$ cat src/rtl/core/fbre_pkg.sv
// fbre_pkg: types and constants shared by the raster engine modules
// no dependencies
package fbre_pkg;

   localparam int COORD_W = 14;

   typedef logic signed [COORD_W-1:0] coord_type;

   typedef enum logic [2:0] {
      OP_PIXEL       = 3'd0,
      OP_READ        = 3'd1,
      OP_LINE        = 3'd2,
      OP_RECT        = 3'd3,
      OP_FILL_RECT   = 3'd4,
      OP_CIRCLE      = 3'd5,
      OP_DISC        = 3'd6,
      OP_FILL_SCREEN = 3'd7
   } op_type;

   typedef enum logic [1:0] {
      WS_IDLE,
      WS_SETUP,
      WS_MUL,
      WS_RUN
   } wlk_state_type;

   typedef struct packed {
      logic [2:0]         opcode;
      logic signed [11:0] x;
      logic signed [11:0] y;
      logic signed [11:0] end_x;
      logic signed [11:0] end_y;
      logic [10:0]        width;
      logic [10:0]        height;
      logic [9:0]         radius;
      logic [15:0]        color;
   } req_type;

   typedef struct packed {
      logic [15:0] read_color;
      logic        read_inside;
   } rsp_type;

   // one pixel from the walker to the store pipeline
   typedef struct packed {
      logic      valid;
      logic      rd;
      logic      last;
      coord_type x;
      coord_type y;
   } pix_type;

   // midpoint circle decision updates
   localparam logic signed [15:0] CIRC_D_INIT   = 16'sd3;
   localparam logic signed [15:0] CIRC_DIAG_ADD = 16'sd10;
   localparam logic signed [15:0] CIRC_AXIS_ADD = 16'sd6;
   localparam int                 CIRC_SHIFT    = 2;

   // squaring steps before a filled circle scan
   localparam logic [1:0] MUL_R2   = 2'd0;
   localparam logic [1:0] MUL_XSQ  = 2'd1;
   localparam logic [1:0] MUL_LAST = 2'd2;

endpackage

$ cat src/rtl/core/fbre_walker.sv
// fbre_walker: per-command pixel sequencer (point, line, rectangles, circles, screen fill)
// depends on fbre_pkg; emits one pixel per cycle toward the frame store pipeline while in the run state
module fbre_walker #(
   parameter int SCREEN_WIDTH  = 320,
   parameter int SCREEN_HEIGHT = 240
) (
   input  logic              clock,
   input  logic              reset,
   input  logic              start,
   input  fbre_pkg::req_type cmd,
   output fbre_pkg::pix_type pix
);

   localparam fbre_pkg::coord_type XMAX = fbre_pkg::coord_type'(SCREEN_WIDTH - 1);
   localparam fbre_pkg::coord_type YMAX = fbre_pkg::coord_type'(SCREEN_HEIGHT - 1);

   fbre_pkg::wlk_state_type state_ff, state_in;
   fbre_pkg::op_type        op_ff, op_in;
   fbre_pkg::coord_type     ax_ff, ax_in, ay_ff, ay_in, bx_ff, bx_in, by_ff, by_in;
   logic [10:0]             w_ff, w_in, h_ff, h_in;
   logic [9:0]              r_ff, r_in;
   fbre_pkg::coord_type     x0_ff, x0_in, x1_ff, x1_in, y0_ff, y0_in, y1_ff, y1_in;
   fbre_pkg::coord_type     xr_ff, xr_in, yb_ff, yb_in;
   fbre_pkg::coord_type     cx_ff, cx_in, cy_ff, cy_in;
   fbre_pkg::coord_type     dx_ff, dx_in, dy_ff, dy_in;
   logic                    stx_ff, stx_in, sty_ff, sty_in;
   logic signed [15:0]      err_ff, err_in;
   fbre_pkg::coord_type     ca_ff, ca_in, cb_ff, cb_in;
   logic [2:0]              oct_ff, oct_in;
   logic signed [15:0]      cd_ff, cd_in;
   logic [20:0]             s_ff, s_in;
   logic [19:0]             jj_ff, jj_in, xsq_ff, xsq_in, r2_ff, r2_in;
   logic [1:0]              mstep_ff, mstep_in;
   fbre_pkg::pix_type       pix_ff, pix_in;

   // setup geometry
   fbre_pkg::coord_type xr_c, yb_c, bx0_c, bx1_c, by0_c, by1_c;
   fbre_pkg::coord_type pos_r_c, neg_r_c, ddx_c, ddy_c, adx_c, ady_c;
   logic                box_empty_c;

   // datapath temporaries
   logic                setup_empty, run_last;
   logic signed [16:0]  e2;
   logic                step_x, step_y;
   fbre_pkg::coord_type an, bn, mabs;
   logic signed [15:0]  dn;
   logic [9:0]          mop;
   logic [19:0]         prod;
   logic [19:0]         jj_next;
   logic                row_end, edge_row;

   // first x of a scan row: outline side rows start at the left edge
   function automatic fbre_pkg::coord_type row_start(
      input logic                outline,
      input fbre_pkg::coord_type yy,
      input fbre_pkg::coord_type top,
      input fbre_pkg::coord_type bot,
      input fbre_pkg::coord_type left,
      input fbre_pkg::coord_type first
   );
      fbre_pkg::coord_type res;
      res = (outline && yy != top && yy != bot) ? left : first;
      return res;
   endfunction

   // clipped box for rectangles, offset box for filled circles
   always_comb begin
      xr_c    = ax_ff + fbre_pkg::coord_type'({3'b000, w_ff}) - fbre_pkg::coord_type'(1);
      yb_c    = ay_ff + fbre_pkg::coord_type'({3'b000, h_ff}) - fbre_pkg::coord_type'(1);
      pos_r_c = fbre_pkg::coord_type'({4'b0000, r_ff});
      neg_r_c = -pos_r_c;
      ddx_c   = bx_ff - ax_ff;
      ddy_c   = by_ff - ay_ff;
      adx_c   = (ddx_c < 0) ? -ddx_c : ddx_c;
      ady_c   = (ddy_c < 0) ? -ddy_c : ddy_c;
      bx0_c   = '0;
      bx1_c   = XMAX;
      by0_c   = '0;
      by1_c   = YMAX;
      box_empty_c = 1'b0;
      if (op_ff == fbre_pkg::OP_DISC) begin
         bx0_c = (neg_r_c < -ax_ff) ? -ax_ff : neg_r_c;
         bx1_c = (pos_r_c > XMAX - ax_ff) ? XMAX - ax_ff : pos_r_c;
         by0_c = (neg_r_c < -ay_ff) ? -ay_ff : neg_r_c;
         by1_c = (pos_r_c > YMAX - ay_ff) ? YMAX - ay_ff : pos_r_c;
         box_empty_c = (bx0_c > bx1_c) || (by0_c > by1_c);
      end else if (op_ff != fbre_pkg::OP_FILL_SCREEN) begin
         bx0_c = (ax_ff < 0) ? '0 : ax_ff;
         bx1_c = (xr_c > XMAX) ? XMAX : xr_c;
         by0_c = (ay_ff < 0) ? '0 : ay_ff;
         by1_c = (yb_c > YMAX) ? YMAX : yb_c;
         box_empty_c = (w_ff == '0) || (h_ff == '0) || (bx0_c > bx1_c) || (by0_c > by1_c);
      end
   end

   // shared squaring unit for the filled circle setup
   always_comb begin
      unique case (mstep_ff)
         fbre_pkg::MUL_R2:  mabs = pos_r_c;
         fbre_pkg::MUL_XSQ: mabs = (x0_ff < 0) ? -x0_ff : x0_ff;
         default:           mabs = (y0_ff < 0) ? -y0_ff : y0_ff;
      endcase
      mop  = mabs[9:0];
      prod = 20'(mop) * 20'(mop);
   end

   // register updates per state and opcode
   always_comb begin
      op_in = op_ff;  ax_in = ax_ff;  ay_in = ay_ff;  bx_in = bx_ff;  by_in = by_ff;
      w_in = w_ff;  h_in = h_ff;  r_in = r_ff;
      x0_in = x0_ff;  x1_in = x1_ff;  y0_in = y0_ff;  y1_in = y1_ff;
      xr_in = xr_ff;  yb_in = yb_ff;  cx_in = cx_ff;  cy_in = cy_ff;
      dx_in = dx_ff;  dy_in = dy_ff;  stx_in = stx_ff;  sty_in = sty_ff;  err_in = err_ff;
      ca_in = ca_ff;  cb_in = cb_ff;  oct_in = oct_ff;  cd_in = cd_ff;
      s_in = s_ff;  jj_in = jj_ff;  xsq_in = xsq_ff;  r2_in = r2_ff;  mstep_in = mstep_ff;
      pix_in = '0;
      setup_empty = 1'b0;
      run_last = 1'b0;
      e2 = {err_ff, 1'b0};
      step_x = 1'b0;
      step_y = 1'b0;
      an = ca_ff + fbre_pkg::coord_type'(1);
      bn = cb_ff;
      dn = cd_ff;
      jj_next = jj_ff;
      row_end = 1'b0;
      edge_row = 1'b1;
      unique case (state_ff)
         fbre_pkg::WS_IDLE: begin
            if (start) begin
               op_in = fbre_pkg::op_type'(cmd.opcode);
               ax_in = fbre_pkg::coord_type'(cmd.x);
               ay_in = fbre_pkg::coord_type'(cmd.y);
               bx_in = fbre_pkg::coord_type'(cmd.end_x);
               by_in = fbre_pkg::coord_type'(cmd.end_y);
               w_in  = cmd.width;
               h_in  = cmd.height;
               r_in  = cmd.radius;
            end
         end
         fbre_pkg::WS_SETUP: begin
            x0_in = bx0_c;  x1_in = bx1_c;  y0_in = by0_c;  y1_in = by1_c;
            xr_in = xr_c;   yb_in = yb_c;
            cy_in = by0_c;
            cx_in = row_start(op_ff == fbre_pkg::OP_RECT, by0_c, ay_ff, yb_c, ax_ff, bx0_c);
            // line walk start
            dx_in  = adx_c;
            dy_in  = -ady_c;
            stx_in = ax_ff < bx_ff;
            sty_in = ay_ff < by_ff;
            err_in = 16'(adx_c) - 16'(ady_c);
            // circle walk start
            ca_in  = '0;
            cb_in  = pos_r_c;
            oct_in = '0;
            cd_in  = fbre_pkg::CIRC_D_INIT - $signed({5'b00000, r_ff, 1'b0});
            mstep_in = fbre_pkg::MUL_R2;
            setup_empty = box_empty_c && (op_ff == fbre_pkg::OP_RECT ||
               op_ff == fbre_pkg::OP_FILL_RECT || op_ff == fbre_pkg::OP_DISC);
            pix_in.last = setup_empty;
         end
         fbre_pkg::WS_MUL: begin
            mstep_in = mstep_ff + 2'd1;
            unique case (mstep_ff)
               fbre_pkg::MUL_R2:  r2_in = prod;
               fbre_pkg::MUL_XSQ: xsq_in = prod;
               default: begin
                  jj_in = prod;
                  s_in  = {1'b0, xsq_ff} + {1'b0, prod};
               end
            endcase
         end
         fbre_pkg::WS_RUN: begin
            unique case (op_ff)
               fbre_pkg::OP_PIXEL, fbre_pkg::OP_READ: begin
                  run_last = 1'b1;
                  pix_in = '{valid: 1'b1, rd: op_ff == fbre_pkg::OP_READ, last: 1'b1,
                             x: ax_ff, y: ay_ff};
               end
               fbre_pkg::OP_LINE: begin
                  run_last = (ax_ff == bx_ff) && (ay_ff == by_ff);
                  pix_in = '{valid: 1'b1, rd: 1'b0, last: run_last, x: ax_ff, y: ay_ff};
                  step_x = e2 >= 17'(dy_ff);
                  step_y = e2 <= 17'(dx_ff);
                  err_in = err_ff + (step_x ? 16'(dy_ff) : 16'sd0)
                                  + (step_y ? 16'(dx_ff) : 16'sd0);
                  if (step_x) begin
                     ax_in = stx_ff ? ax_ff + fbre_pkg::coord_type'(1)
                                    : ax_ff - fbre_pkg::coord_type'(1);
                  end
                  if (step_y) begin
                     ay_in = sty_ff ? ay_ff + fbre_pkg::coord_type'(1)
                                    : ay_ff - fbre_pkg::coord_type'(1);
                  end
               end
               fbre_pkg::OP_CIRCLE: begin
                  // eight symmetric points, then one midpoint step
                  pix_in.valid = 1'b1;
                  unique case (oct_ff)
                     3'd0: begin pix_in.x = ax_ff + ca_ff; pix_in.y = ay_ff + cb_ff; end
                     3'd1: begin pix_in.x = ax_ff - ca_ff; pix_in.y = ay_ff + cb_ff; end
                     3'd2: begin pix_in.x = ax_ff + ca_ff; pix_in.y = ay_ff - cb_ff; end
                     3'd3: begin pix_in.x = ax_ff - ca_ff; pix_in.y = ay_ff - cb_ff; end
                     3'd4: begin pix_in.x = ax_ff + cb_ff; pix_in.y = ay_ff + ca_ff; end
                     3'd5: begin pix_in.x = ax_ff - cb_ff; pix_in.y = ay_ff + ca_ff; end
                     3'd6: begin pix_in.x = ax_ff + cb_ff; pix_in.y = ay_ff - ca_ff; end
                     default: begin pix_in.x = ax_ff - cb_ff; pix_in.y = ay_ff - ca_ff; end
                  endcase
                  if (cd_ff > 16'sd0) begin
                     bn = cb_ff - fbre_pkg::coord_type'(1);
                     dn = cd_ff + (16'(an - bn) <<< fbre_pkg::CIRC_SHIFT)
                          + fbre_pkg::CIRC_DIAG_ADD;
                  end else begin
                     dn = cd_ff + (16'(an) <<< fbre_pkg::CIRC_SHIFT)
                          + fbre_pkg::CIRC_AXIS_ADD;
                  end
                  oct_in = oct_ff + 3'd1;
                  if (oct_ff == 3'd7) begin
                     ca_in = an;
                     cb_in = bn;
                     cd_in = dn;
                     run_last = bn < an;
                  end
                  pix_in.last = run_last;
               end
               fbre_pkg::OP_DISC: begin
                  // offsets (cx, cy) walk the clipped box, sum of squares kept incrementally
                  row_end  = cx_ff == x1_ff;
                  run_last = row_end && (cy_ff == y1_ff);
                  pix_in = '{valid: s_ff <= {1'b0, r2_ff}, rd: 1'b0, last: run_last,
                             x: ax_ff + cx_ff, y: ay_ff + cy_ff};
                  jj_next = 20'($signed({3'b000, jj_ff}) + 23'($signed({cy_ff, 1'b1})));
                  if (!row_end) begin
                     cx_in = cx_ff + fbre_pkg::coord_type'(1);
                     s_in  = 21'($signed({2'b00, s_ff}) + 23'($signed({cx_ff, 1'b1})));
                  end else begin
                     cx_in = x0_ff;
                     cy_in = cy_ff + fbre_pkg::coord_type'(1);
                     jj_in = jj_next;
                     s_in  = {1'b0, xsq_ff} + {1'b0, jj_next};
                  end
               end
               default: begin
                  // rectangle outline, filled rectangle, screen fill
                  edge_row = (op_ff != fbre_pkg::OP_RECT) || cy_ff == ay_ff || cy_ff == yb_ff;
                  row_end  = edge_row ? (cx_ff == x1_ff) : (cx_ff == xr_ff);
                  run_last = row_end && (cy_ff == y1_ff);
                  pix_in = '{valid: 1'b1, rd: 1'b0, last: run_last, x: cx_ff, y: cy_ff};
                  if (!row_end) begin
                     cx_in = edge_row ? cx_ff + fbre_pkg::coord_type'(1) : xr_ff;
                  end else begin
                     cy_in = cy_ff + fbre_pkg::coord_type'(1);
                     cx_in = row_start(op_ff == fbre_pkg::OP_RECT,
                                       cy_ff + fbre_pkg::coord_type'(1),
                                       ay_ff, yb_ff, ax_ff, x0_ff);
                  end
               end
            endcase
         end
         default: begin
         end
      endcase
   end

   // next state
   always_comb begin
      state_in = state_ff;
      unique case (state_ff)
         fbre_pkg::WS_IDLE: begin
            if (start) state_in = fbre_pkg::WS_SETUP;
         end
         fbre_pkg::WS_SETUP: begin
            if (setup_empty) begin
               state_in = fbre_pkg::WS_IDLE;
            end else if (op_ff == fbre_pkg::OP_DISC) begin
               state_in = fbre_pkg::WS_MUL;
            end else begin
               state_in = fbre_pkg::WS_RUN;
            end
         end
         fbre_pkg::WS_MUL: begin
            if (mstep_ff == fbre_pkg::MUL_LAST) state_in = fbre_pkg::WS_RUN;
         end
         fbre_pkg::WS_RUN: begin
            if (run_last) state_in = fbre_pkg::WS_IDLE;
         end
         default: state_in = fbre_pkg::WS_IDLE;
      endcase
   end

   // control registers
   always_ff @(posedge clock) begin
      if (reset) begin
         state_ff     <= fbre_pkg::WS_IDLE;
         pix_ff.valid <= 1'b0;
         pix_ff.last  <= 1'b0;
      end else begin
         state_ff     <= state_in;
         pix_ff.valid <= pix_in.valid;
         pix_ff.last  <= pix_in.last;
      end
   end

   // walk registers
   always_ff @(posedge clock) begin
      op_ff <= op_in;  ax_ff <= ax_in;  ay_ff <= ay_in;  bx_ff <= bx_in;  by_ff <= by_in;
      w_ff <= w_in;  h_ff <= h_in;  r_ff <= r_in;
      x0_ff <= x0_in;  x1_ff <= x1_in;  y0_ff <= y0_in;  y1_ff <= y1_in;
      xr_ff <= xr_in;  yb_ff <= yb_in;  cx_ff <= cx_in;  cy_ff <= cy_in;
      dx_ff <= dx_in;  dy_ff <= dy_in;  stx_ff <= stx_in;  sty_ff <= sty_in;
      err_ff <= err_in;
      ca_ff <= ca_in;  cb_ff <= cb_in;  oct_ff <= oct_in;  cd_ff <= cd_in;
      s_ff <= s_in;  jj_ff <= jj_in;  xsq_ff <= xsq_in;  r2_ff <= r2_in;
      mstep_ff <= mstep_in;
      pix_ff.rd <= pix_in.rd;
      pix_ff.x  <= pix_in.x;
      pix_ff.y  <= pix_in.y;
   end

   assign pix = pix_ff;

endmodule

$ cat config.mk
export PLATFORM = sky130hd
export DESIGN_NAME = fbre_walker
export DESIGN_NICKNAME = d
export VERILOG_FILES = /design/src/rtl/core/fbre_pkg.sv /design/src/rtl/core/fbre_walker.sv
export SDC_FILE = /design/constraint.sdc
export NUM_CORES = 2
export LEC_CHECK = 0
export ABC_AREA = 0
export BUFFER_PORTS_ARGS = -buffer_cell sky130_fd_sc_hd__buf_2
export CAP_MARGIN = 20
export CORE_MARGIN = 10
export CORE_UTILIZATION = 45
export DETAILED_ROUTE_END_ITERATION = 16
export SETUP_SLACK_MARGIN = 0.1
export SLEW_MARGIN = 30
export SYNTH_ARGS = -nofsm -noshare
export SYNTH_HDL_FRONTEND = slang
export SYNTH_SLANG_ARGS = --single-unit
$ cat constraint.sdc
create_clock -name clock -period 20 [get_ports clock]
set_clock_uncertainty 0.2 [all_clocks]
set_input_delay 4 -clock clock [delete_from_list [all_inputs] [get_ports clock]]
set_output_delay 4 -clock clock [all_outputs]
set_load 0.02 [all_outputs]
==> flow_summary.yaml <==
run_status:
  status: "completed"
logic_synthesis:
  async_reset_ff_share_pct: 0
  syn_avg_cell_area_um2: 8.75
  synth_edf_count: 369
  synth_flop_cell: "edfxtp_1"
  syn_inst: 5196
  synth_top_area_share_pct: 24.4
  synthesis.nets: 6029
  synth_common_cells: "ha_1, inv_1, nor2_1"
  synth.most_common_cell: "ha_1"
  yosysWarnings: 0
  ys_types: 97
  seq_area_frac_synth_pct: 25.8
  synth_area_leaders: "edfxtp_1, ha_1, xnor2_1, inv_1, a21oi_1"
  synthesis.area_mm2: 0.0454
  synth_seq_cells: 402
  synth_top_cell_by_area: "edfxtp_1"
floorplan:
  core_area_mm2: 0.100
  io_pins: 133
  num_rows: 116
  chipWidth_um: 338
  initial_core_util_pct: 45.4
  die_area_mm2: 0.114
  die_y_um: 338
timing:
  layout_min_cycle_time_ns: 9.00
  drv_slew: 0
  fin_crit_sh_pct: 45.0
  fmax_mhz: 111
  worst_slew_pin_slew_ns: 1.03
  slew-limit-headroom_pct: 31.7
  rsz0062_at_grt: "false"
  fin_tns_setup_ns: 0
  finalHoldViolCount: 0
  setup_viol: 0
worst_setup_path:
  crit_top_cell: "inv_1"
  cpMaxStageDelayCell: "o41ai_1"
  crit_path_max_fanout: 14
  crit_path_end_kind: "flop"
  crit_path_max_incr_delay_ns: 0.61
  critPathRequiredTime_ns: 20.17
  cp-start-kind: "flop"
  arrival_ns: 9.18
  critical_path_class: "reg -> reg"
global_route:
  grt_usage_pct: 27.8
  grt_pass1_wl_um: 242000
  antenna_found_initial: 13
  first_global_vias: 38600
  grt_max_degree: 166
  grt-ovfl-total: 0
cells_and_area:
  drive_above_1_share_pct: 8.42
  nets: 6148
  area_delta_synth_final_pct: 9.31
  antenna_cells: 0
  final.fill_count: 9606
min_path:
  hp-class: "reg -> reg"
routing:
  initialDrtViolationCount: 3824
  wl_per_cell_um: 24.4
  vias_per_cell: 6.08
  drc_errors: 0
  postRouteAntennaNets: 0
  drtPass1Iterations: 6
  via_count: 40400
  drt-total-wl_um: 163000
clock_network:
  cts_resized: 0
  clock-root-buffer: "clkbuf_16"
  cts_tree: "done"
  htree_levels: 2
  cts_sinks: 402
  cts.reportedPaths.clkPinSlew_ns: 0.06
  post-cts-setup-buffers: 0
  clockBufferDepth: 3
  cts_made_buffers: 52
  clk_latency_ns: 0.66
  cts_hold_buf: 0
placement:
  io_buffers: 116
  gp_congestion: 0.988
  hpwl_um: 125000
run:
  cap_violations: 0
[per-stage QoR]
step                std cells  utilization, %  setup WS, ns  instance area, um^2  hold WS, ns
floorplan                5196               -         11.82                45400        0.308
global placement         6557            47.9         10.74                47900        0.381
detailed placement       6558            47.9         10.97                48000        0.399
CTS                      6653            49.6         10.93                49700        0.402
global route             6654            49.6         10.35                49700        0.437
finish                   6654            49.6         11.00                49700        0.413
[kinds of logic after synthesis]
| kind of cell | Yosys count | synth area share, % |
|---|---|---|
| flip-flops | 402 | 25.8 |
| adder cells (fa/ha/maj) | 731 | 21.6 |
| multiplexers | 99 | 2.32 |
| AND/OR/NAND/NOR | 1393 | 14.6 |
| buffers and inverters | 669 | 5.56 |
| AO/OA/AOI/OAI | 1395 | 20.4 |
| XOR/XNOR | 507 | 9.77 |
[placed cells by master, fill, tap and decap left out, types with 104 or more instances in the layout]
cell type / count
ha_1: 642
a21oi_1: 353
nand2_1: 315
nor3_1: 105
edfxtp_1: 369
inv_1: 498
xor2_1: 149
buf_4: 106
buf_2: 116
nand3_1: 104
o21ai_0: 278
nor2_1: 453
xnor2_1: 358
a21o_1: 108
[per-layer routing]
layer  vias up  GRT usage (%)  wire [um]
met5         -              0         64
met4        10           10.9       6950
met3       357           5.23      15100
met2      1709           43.2      70300
met1     19200           37.9      70300
li1      19100              -          -
[final timing paths]
check | from | to | slack [ns] | cells after the start
hold reg to reg | mstep_ff[0] | mstep_ff[0] | 0.41 | 1
setup / recovery | mstep_ff[0] | s_ff[19] | 11.00 | 30
setup reg to reg | mstep_ff[0] | s_ff[19] | 11.00 | 30
hold / removal | mstep_ff[0] | mstep_ff[0] | 0.41 | 1
[state kept, by name (all words and copies together) (netlist names), 15 cells and up]
name    flops
cd_ff      15
r2_ff      19
err_ff     16
jj_ff      20
s_ff       21
xsq_ff     19
pix        31
[area by class of cell]
type | instances | area (um^2) | area share [%]
Multi-Input combinational cell | 4125 | 31300 | 63.0
Sequential cell | 402 | 11700 | 23.6
Inverter | 508 | 1910 | 3.84
Tap cell | 1298 | 1620 | 3.27
Timing Repair Buffer | 226 | 1440 | 2.90
Clock buffer | 67 | 1400 | 2.82
Clock inverter | 28 | 287 | 0.577
[critical path, delay by kind of cell, from the launching register on]
family                   cells  cell delay (ns)
buffers and inverters        7             0.74
AND/OR/NAND/NOR              4             0.61
flip-flops                   1             0.42
AO/OA/AOI/OAI                9             2.49
adder cells (fa/ha/maj)      8             3.73
XOR/XNOR                     2             0.52
Power is not shown: default switching activity piles up to over one toggle a cycle in this logic, so the estimate is an artifact.
